==> config.mk <==
export PLATFORM = sky130hd
export DESIGN_NAME = tmbd_floor_div
export DESIGN_NICKNAME = d
export VERILOG_FILES = /design/src/tmbd_pkg.sv /design/src/tmbd_floor_div.sv
export SDC_FILE = /design/constraint.sdc
export NUM_CORES = 1
export LEC_CHECK = 0
export CORE_AREA = 2 2 39 41
export DETAILED_ROUTE_END_ITERATION = 7
export DIE_AREA = 0 0 41 43
export DONT_BUFFER_PORTS = 1
export PLACE_DENSITY_LB_ADDON = 0.15
export SLEW_MARGIN = 20
export SYNTH_ARGS = -nofsm -noshare
export SYNTH_HDL_FRONTEND = slang
export SYNTH_SLANG_ARGS = --single-unit
==> constraint.sdc <==
create_clock -name i_clk -period 0.8 [get_ports i_clk]
set_input_delay 0.04 -clock i_clk [delete_from_list [all_inputs] [get_ports i_clk]]
set_output_delay 0.04 -clock i_clk [all_outputs]
set_load 0.02 [all_outputs]
==> src/tmbd_pkg.sv <==
package tmbd_pkg;

    // Field widths
    localparam int POS_W      = 24;
    localparam int HALF_W     = 13;
    localparam int TILE_IDX_W = 8;
    localparam int CNT_W      = 5;
    localparam int CFG_W      = 9;
    localparam int CFG_IDX_W  = 1;

    // Tile arithmetic: box edge sums and signed tile indices
    localparam int NUM_W  = 26;
    localparam int Q_W    = 18;
    localparam int Q_BIAS = 65536;

    // Commands
    localparam logic CMD_WRITE = 1'b0;
    localparam logic CMD_BOX   = 1'b1;

    // Register indexes
    localparam logic [CFG_IDX_W-1:0] REG_MAP_COLS = 1'b0;
    localparam logic [CFG_IDX_W-1:0] REG_MAP_ROWS = 1'b1;

endpackage

==> src/tmbd_floor_div.sv <==
module tmbd_floor_div #(
    parameter int TILE_SIZE_UNITS = 16
) (
    input  logic                               i_clk,
    input  logic signed [tmbd_pkg::NUM_W-1:0]  i_num,
    output logic signed [tmbd_pkg::Q_W-1:0]    o_quot
);
    localparam int LG    = $clog2(TILE_SIZE_UNITS);
    localparam int DIVN  = LG + 17;
    localparam int SH    = DIVN + LG;
    localparam int PW    = 2 * DIVN + 1;
    localparam int WHL_W = tmbd_pkg::NUM_W - 8;
    localparam logic [63:0] RECIP =
        ((64'd1 << SH) + 64'(TILE_SIZE_UNITS) - 64'd1) / 64'(TILE_SIZE_UNITS);
    localparam logic [63:0] BIAS = 64'(TILE_SIZE_UNITS) << 16;

    logic [WHL_W-1:0] w_whole;
    logic [DIVN-1:0]  w_biased;
    logic [PW-1:0]    r_prod;

    // Drop the fraction (floor), then bias by a whole multiple of the tile size
    assign w_whole  = i_num[tmbd_pkg::NUM_W-1:8];
    assign w_biased = {{(DIVN-WHL_W){w_whole[WHL_W-1]}}, w_whole} + BIAS[DIVN-1:0];

    always_ff @(posedge i_clk) begin
        r_prod <= PW'(w_biased) * PW'(RECIP[DIVN:0]);
    end

    assign o_quot = tmbd_pkg::Q_W'(r_prod >> SH) - tmbd_pkg::Q_W'(tmbd_pkg::Q_BIAS);

endmodule

==> results.sh, run 1 <==
export IMPL_syn_inst=34
export IMPL_yosysTopAreaCell="dfxtp_1"
export IMPL_cts_setup_buffers=0
export IMPL_dieArea_um2=1760
export IMPL_syn_area_um2=435
export IMPL_grt_pass1_vias=191
export IMPL_htree_levels=1
export IMPL_seq_power_share_pct=63.3
export IMPL_crit_path_start="r_prod[38]"
export IMPL_p_int_uw=1040
export IMPL_antenna_found_initial=0
export IMPL_grt_first_pass_wirelength_um=745
export IMPL_setup_viol=0
export IMPL_via_per_inst=3.69
export IMPL_cp_arrival_ns=0.76
export IMPL_fin_nets=64
export IMPL_area_growth_pct=19.3
export IMPL_place_gp_congestion=0.513
export IMPL_syn_num_nets=61
export IMPL_dr_pass1_iters=1
export IMPL_grt_max_degree=9
export IMPL_stdcell_count=52
export IMPL_core_area_um2=1380
export IMPL_period_share_pct=99.7
export IMPL_netlist_top_cells_area="dfxtp_1 69%, buf_4 29%, inv_1 1.7%"
export IMPL_rsz0062_at_grt="yes"
export IMPL_synthTopCellsByCount="17 x buf_4, 15 x dfxtp_1, 2 x inv_1"
export IMPL_drive_above_1_share_pct=19.4
export IMPL_cp_end_kind="primary output"
export IMPL_largest_register_ffs=15
export IMPL_seq_area_frac_synth_pct=69.0
export IMPL_start_kind="register"
export IMPL_slew_violations=0
export IMPL_pwr_share_clk_pct=30.4
export IMPL_yosysMostFrequentCell="buf_4"
export IMPL_critical_path_class="register to primary output"
export IMPL_regMostFlops="r_prod"
export IMPL_critical_path_top_delay_family="flip-flops"
export IMPL_worst_path_stages=1
export IMPL_synth_top_area_share_pct=69.0
export IMPL_layout_setup_ws_ns=0.00253
export IMPL_hold_path_cell_count=1
export IMPL_slowest_delay_ns=0.35
export IMPL_p_leak_uw=0.000219
export IMPL_hold_class="input pin to register"
export IMPL_chipWidth_um=41
export IMPL_io_buffer_count=0
export IMPL_multi_input_area_um2=0
export IMPL_num_io_pins=45
export IMPL_cap_violations=0
export IMPL_diodes=0
export IMPL_finish_utilization_pct=37.5
export IMPL_placed_cells=34
export IMPL_synth_cell_types=3
export IMPL_min_period_ns=0.797
export IMPL_grtUsageTotal_pct=7.16
export IMPL_max_slew_worst_pin_slew_ns=0.215
export IMPL_overflow=0
export IMPL_cts_buffer_depth=2
export IMPL_fmax_mhz=1250
export IMPL_ys_flop_type="dfxtp_1"
export IMPL_pre_cts_ws_ns=0.225
export IMPL_nMultiInputCombCells=0
export IMPL_crit_buf_inv=1
export IMPL_switching_share_pct=22.7
export IMPL_irDropWorstVdd_mv=0.890
export IMPL_detail_route_antenna_nets=0
export IMPL_avgSynthCellArea_um2=12.8
export IMPL_ys_async_sr_fraction_pct=0
export IMPL_p_per_area_nw_per_um2=2580
export IMPL_cp_required_ns=0.76
export IMPL_cts_root_buffer="clkbuf_4"
export IMPL_cts_buffers=3
export IMPL_die_y_um=43
export IMPL_routed_wl_um=536
export IMPL_drc=0
export IMPL_power_share_combinational_pct=6.3
export IMPL_vias=192
export IMPL_synth_edf_count=0
export IMPL_largest_registers="r_prod x15"
export IMPL_cts_sinks=15
export IMPL_synth_seq_cells=15
export IMPL_p_switching_uw=304
export IMPL_yosys_warnings=0
export IMPL_run_status="finished, final reports clean"
export IMPL_relSlewSlack_pct=85.7
export IMPL_wl_per_cell_um=10.3
export IMPL_clk_pin_slew_ns=0.08
export IMPL_cts_tree="done"
export IMPL_worstPathCellList="buf_12"
export IMPL_cp_max_fo=3
export IMPL_start_util_pct=31.5
export IMPL_hold_viol_final=0
export IMPL_endpoint="o_quot[13]"
export IMPL_rows=14
export IMPL_critPathSlowestCell="dfxtp_2"
export IMPL_drtIter0Drc=0
==> metal layers <==
layer | part of all wire, % | wire, um | up-vias | GRT usage [%]
met5 | 0 | 0 | - | 0
met4 | 0 | 0 | 0 | 8.00
met3 | 13 | 72 | 0 | 4.71
met2 | 57 | 305 | 16 | 10.9
met1 | 29 | 157 | 90 | 4.90
li1 | - | - | 86 | -
==> stage by stage <==
step           total power (uW)  TNS, ns  area, um2  hold WS (ns)
6_report                   1340        0        519         0.309
5_1_grt                    1420  -0.0985        519         0.288
4_1_cts                    1360  -0.0415        515         0.295
3_5_place_dp                898        0        348        0.0678
3_3_place_gp                898        0        348        0.0678
2_1_floorplan               941        0        435        0.0677
==> how the worst min path moves through the flow <==
stage                          from    endpoint  slack, ns
after floorplan           i_num[12]  r_prod[25]       0.07
after global placement    i_num[15]  r_prod[28]       0.07
after detailed placement  i_num[13]  r_prod[26]       0.07
after CTS                 i_num[16]  r_prod[29]       0.30
after global routing      i_num[19]  r_prod[32]       0.29
final                     i_num[15]  r_prod[28]       0.31
==> logic make-up after synthesis <==
| family | after synthesis | share of synthesized area (%) |
|---|---|---|
| buffers and inverters | 19 | 31.0 |
| DFF | 15 | 69.0 |
==> cells in the final DEF, fill, tap and decap left out <==
master / n
clkbuf_1: 1
buf_12: 1
inv_4: 1
inv_1: 1
clkbuf_4: 3
dfxtp_1: 13
dfxtp_2: 2
dlygate4sd3_1: 14
==> area by class of cell <==
type | instances | area [um2]
Inverter | 2 | 10.0
Clock buffer | 4 | 26.3
Tap cell | 16 | 20.0
Fill cell | 136 | 865
Sequential cell | 15 | 303
Timing Repair Buffer | 15 | 160
==> power by group through the flow <==
stage	Sequential [uW]	Clock [uW]	Combinational (uW)
2_1_floorplan	813	0	129
3_3_place_gp	866	0	32.2
3_5_place_dp	866	0	32.0
4_1_cts	849	431	85.2
5_1_grt	855	471	90.3
6_report	848	408	85.0
==> what timing repair did <==
action	in CTS	in global routing
endpoints found under the hold margin	15	0
gates resized for setup	2	2
setup endpoints to repair	5	6
hold buffers	14	0
(Power assumes the default switching activity.)
==> run 2, diff against run 1 <==
==> constraint.sdc (replaced) <==
create_clock -name i_clk -period 0.8 [get_ports i_clk]
set_input_delay 0.08 -clock i_clk [delete_from_list [all_inputs] [get_ports i_clk]]
set_output_delay 0.08 -clock i_clk [all_outputs]
set_load 0.02 [all_outputs]
==> results.sh, run 2 (synthesis gave the netlist of run 1 again) <==
export IMPL_cap_violations=0
export IMPL_power_share_combinational_pct=6.3
export IMPL_postLayoutCellArea_um2=536
export IMPL_run_status="finished with violations"
export IMPL_worstPathCellList="buf_12"
export IMPL_relSlewSlack_pct=92.0
export IMPL_crit_buf_inv=1
export IMPL_post_dp_cell_area_um2=348
export IMPL_rows=14
export IMPL_layout_setup_ws_ns=-0.0367
export IMPL_start_kind="register"
export IMPL_cts_tree="done"
export IMPL_grt_pass1_vias=191
export IMPL_htree_levels=1
export IMPL_setup_viol=3
export IMPL_chipWidth_um=41
export IMPL_core_area_um2=1380
export IMPL_critical_path_class="register to primary output"
export IMPL_hold_class="input pin to register"
export IMPL_wl_per_cell_um=10.4
export IMPL_area_growth_pct=23.0
export IMPL_nMultiInputCombCells=0
export IMPL_cts_setup_buffers=0
export IMPL_routed_wl_um=542
export IMPL_fin_nets=64
export IMPL_multi_input_area_um2=0
export IMPL_p_leak_uw=0.000219
export IMPL_dr_pass1_iters=1
export IMPL_clk_pin_slew_ns=0.08
export IMPL_diodes=0
export IMPL_min_period_ns=0.837
export IMPL_drive_above_1_share_pct=55.6
export IMPL_start_util_pct=31.5
export IMPL_grtUsageTotal_pct=7.16
export IMPL_switching_share_pct=22.4
export IMPL_layout_common_cells="15 x dfxtp_2, 14 x dlygate4sd3_1, 3 x clkbuf_4"
export IMPL_hold_viol_final=0
export IMPL_pwr_share_clk_pct=30.1
export IMPL_place_gp_congestion=0.513
export IMPL_seq_power_share_pct=63.6
export IMPL_cts_buffer_depth=2
export IMPL_p_int_uw=1050
export IMPL_failed_checks="setup timing"
export IMPL_io_buffer_count=0
export IMPL_p_per_area_nw_per_um2=2520
export IMPL_critical_path_top_delay_family="flip-flops"
export IMPL_cp_max_fo=3
export IMPL_fmax_mhz=1200
export IMPL_p_switching_uw=302
export IMPL_period_share_pct=105
export IMPL_via_per_inst=3.77
export IMPL_largest_registers="r_prod x15"
export IMPL_vias=196
export IMPL_die_y_um=43
export IMPL_cts_sinks=15
export IMPL_cp_arrival_ns=0.76
export IMPL_max_slew_worst_pin_slew_ns=0.120
export IMPL_drtIter0Drc=0
export IMPL_drc=0
export IMPL_antenna_found_initial=0
export IMPL_cp_required_ns=0.72
export IMPL_irDropWorstVdd_mv=0.909
export IMPL_overflow=0
export IMPL_cp_end_kind="primary output"
export IMPL_final_common_cell="dfxtp_2"
export IMPL_regMostFlops="r_prod"
export IMPL_critPathSlowestCell="dfxtp_2"
export IMPL_grt_max_degree=9
export IMPL_rsz0062_at_grt="yes"
export IMPL_largest_register_ffs=15
export IMPL_slew_violations=0
export IMPL_grt_first_pass_wirelength_um=745
export IMPL_cts_buffers=3
export IMPL_cts_root_buffer="clkbuf_4"
export IMPL_detail_route_antenna_nets=0
export IMPL_dieArea_um2=1760
export IMPL_slowest_delay_ns=0.35
export IMPL_holdWs_ns=0.349
export IMPL_fin_tns_setup_ns=-0.110
export IMPL_num_io_pins=45
## run 2: cell counts in the layout (fill, tap and decap cells not counted)
No cell type changed its count.
## run 2: routing by layer
| metal | part of all wire (%) | up-vias | wire length [um] | GRT usage, % |
|---|---|---|---|---|
| met2 | 58 | 16 | 314 | 10.9 |
| met5 | 0 | - | 0 | 0 |
| li1 | - | 87 | - | - |
| met3 | 14 | 0 | 75 | 4.71 |
| met4 | 0 | 0 | 0 | 8.00 |
| met1 | 28 | 93 | 152 | 4.90 |
## run 2: metrics by stage
| stage | utilization (%) | total power, uW | setup slack (ns) | cells |
|---|---|---|---|---|
| 6_report | 38.7 | 1350 | -0.0367 | 52 |
| 5_1_grt | 38.7 | 1430 | -0.0729 | 52 |
| 4_1_cts | 38.1 | 1370 | -0.0539 | 52 |
| 3_5_place_dp | 25.1 | 898 | 0.185 | 34 |
| 3_3_place_gp | 25.1 | 898 | 0.184 | 34 |
| 2_1_floorplan | - | 941 | 0.120 | 34 |
## run 2: final timing paths
check	start	end	slack (ns)	cells past startpoint
worst max-delay path	r_prod[38]	o_quot[13]	-0.04	1
worst min-delay path	i_num[21]	r_prod[34]	0.35	1
## run 2: cell type report
class / count / area [um2]
Inverter: 2 / 10.0
Tap cell: 16 / 20.0
Fill cell: 137 / 848
Clock buffer: 4 / 26.3
Sequential cell: 15 / 319
Timing Repair Buffer: 15 / 160
## run 2: timing repair
item                                    4_1_cts  5_1_grt
hold buffers                                 14        0
endpoints found under the setup margin       11       12
resized for setup                            10        7
endpoints found under the hold margin        15        0
## run 2: power groups by stage
stage	logic, uW	registers (uW)	clock network (uW)
2_1_floorplan	129	813	0
3_3_place_gp	32.2	866	0
3_5_place_dp	32.0	866	0
4_1_cts	85.8	854	431
5_1_grt	90.4	863	473
6_report	85.1	856	406
==> run 3, diff against run 2 <==
GPL_ROUTABILITY_DRIVEN = 0   (was default)
SETUP_SLACK_MARGIN = 0.4   (was default)
==> results.sh, run 3 (synthesis gave the netlist of run 1 again) <==
export IMPL_endpoint="o_quot[15]"
export IMPL_die_y_um=43
export IMPL_crit_path_start="r_prod[38]"
export IMPL_core_area_um2=1380
export IMPL_cp_required_ns=0.72
export IMPL_fillers=145
export IMPL_start_util_pct=31.5
export IMPL_routed_wl_um=464
export IMPL_irDropWorstVdd_mv=1.02
export IMPL_detail_route_antenna_nets=0
export IMPL_drtIter0Drc=0
export IMPL_worst_path_stages=0
export IMPL_regMostFlops="r_prod"
export IMPL_placed_cells=33
export IMPL_drc=0
export IMPL_hold_viol_final=15
export IMPL_slew_violations=0
export IMPL_critical_path_class="register to primary output"
export IMPL_largest_register_ffs=15
export IMPL_postLayoutCellArea_um2=413
export IMPL_dr_pass1_iters=1
export IMPL_cts_sinks=15
export IMPL_cts_tree="done"
export IMPL_final_common_cell="dfxtp_4"
export IMPL_drive_above_1_share_pct=90.5
export IMPL_num_io_pins=45
export IMPL_cp_max_fo=3
export IMPL_fin_nets=49
export IMPL_rsz0062_at_grt="yes"
export IMPL_cts_buffers=3
export IMPL_hold_path_cell_count=0
export IMPL_failed_checks="hold timing, setup timing"
export IMPL_fin_tns_setup_ns=-0.0183
export IMPL_holdWs_ns=-0.170
export IMPL_stdcell_count=37
export IMPL_hold_class="input pin to register"
export IMPL_cap_violations=0
export IMPL_run_status="finished with violations"
export IMPL_start_kind="register"
export IMPL_antenna_found_initial=0
export IMPL_layout_common_cells="14 x dfxtp_4, 3 x clkbuf_4"
export IMPL_period_share_pct=101
export IMPL_via_per_inst=3.59
export IMPL_overflow=0
export IMPL_cts_root_buffer="clkbuf_4"
export IMPL_area_growth_pct=-5.17
export IMPL_setup_viol=3
export IMPL_multi_input_area_um2=0
export IMPL_grt_first_pass_wirelength_um=600
export IMPL_rows=14
export IMPL_max_slew_worst_pin_slew_ns=0.179
export IMPL_cp_arrival_ns=0.73
export IMPL_p_leak_uw=0.000156
export IMPL_largest_registers="r_prod x15"
export IMPL_htree_levels=1
export IMPL_cts_buffer_depth=2
export IMPL_post_dp_cell_area_um2=333
export IMPL_cts_setup_buffers=0
export IMPL_diodes=0
export IMPL_grt_pass1_vias=136
export IMPL_layout_setup_ws_ns=-0.00610
export IMPL_cp_end_kind="primary output"
export IMPL_wl_per_cell_um=12.5
export IMPL_nMultiInputCombCells=0
export IMPL_min_period_ns=0.806
export IMPL_dieArea_um2=1760
export IMPL_fmax_mhz=1240
export IMPL_io_buffer_count=0
export IMPL_clk_pin_slew_ns=0.08
export IMPL_chipWidth_um=41
export IMPL_grt_max_degree=9
export IMPL_p_per_area_nw_per_um2=3020
export IMPL_grtUsageTotal_pct=6.17
export IMPL_relSlewSlack_pct=88.1
export IMPL_vias=133
[run 3: cell count changes in the layout (fill, tap and decap cells not counted), sizes merged]
cell         before  now
dlygate4sd3      14    0
buf               1    0
[run 3: how the worst min path moves through the flow]
| stage | start | to | slack [ns] |
|---|---|---|---|
| finish | i_num[18] | r_prod[31] | -0.17 |
| CTS | i_num[18] | r_prod[31] | -0.18 |
| global route | i_num[16] | r_prod[29] | -0.19 |
| floorplan | i_num[12] | r_prod[25] | 0.11 |
| detailed placement | i_num[13] | r_prod[26] | 0.11 |
| global placement | i_num[12] | r_prod[25] | 0.11 |
[run 3: repair_timing]
| action | CTS | global route |
|---|---|---|
| pin swaps | 0 | 0 |
| endpoints found under the setup margin | 18 | 18 |
| gates resized for setup | 27 | 1 |
| endpoints found under the hold margin | 15 | 15 |
| cloned | 0 | 0 |
[run 3: layer usage]
layer	vias up	part of all wire, %	GRT usage (%)
li1	56	-	-
met1	61	31	6.27
met2	14	50	6.25
met3	2	18	3.66
met4	0	0.86	10.0
met5	-	0	0
[run 3: cell type report]
cell class	instances	area (um2)	area share (%)
sequential	15	354	85.8
clock buffer	4	26.3	6.36
inverter	2	12.5	3.03
tap	16	20.0	4.85
[run 3: power breakdown]
group          switching [uW]  internal [uW]
clock                     204            193
sequential               71.4            770
combinational            8.66           2.10
[run 3: metrics by stage]
step	util, %	total power [uW]	worst slack [ns]
after floorplan	-	981	0.225
after global placement	24.1	890	0.225
after detailed placement	24.1	889	0.223
after CTS	29.7	1270	-0.0213
after global routing	29.8	1320	-0.0459
final	29.8	1250	-0.00610
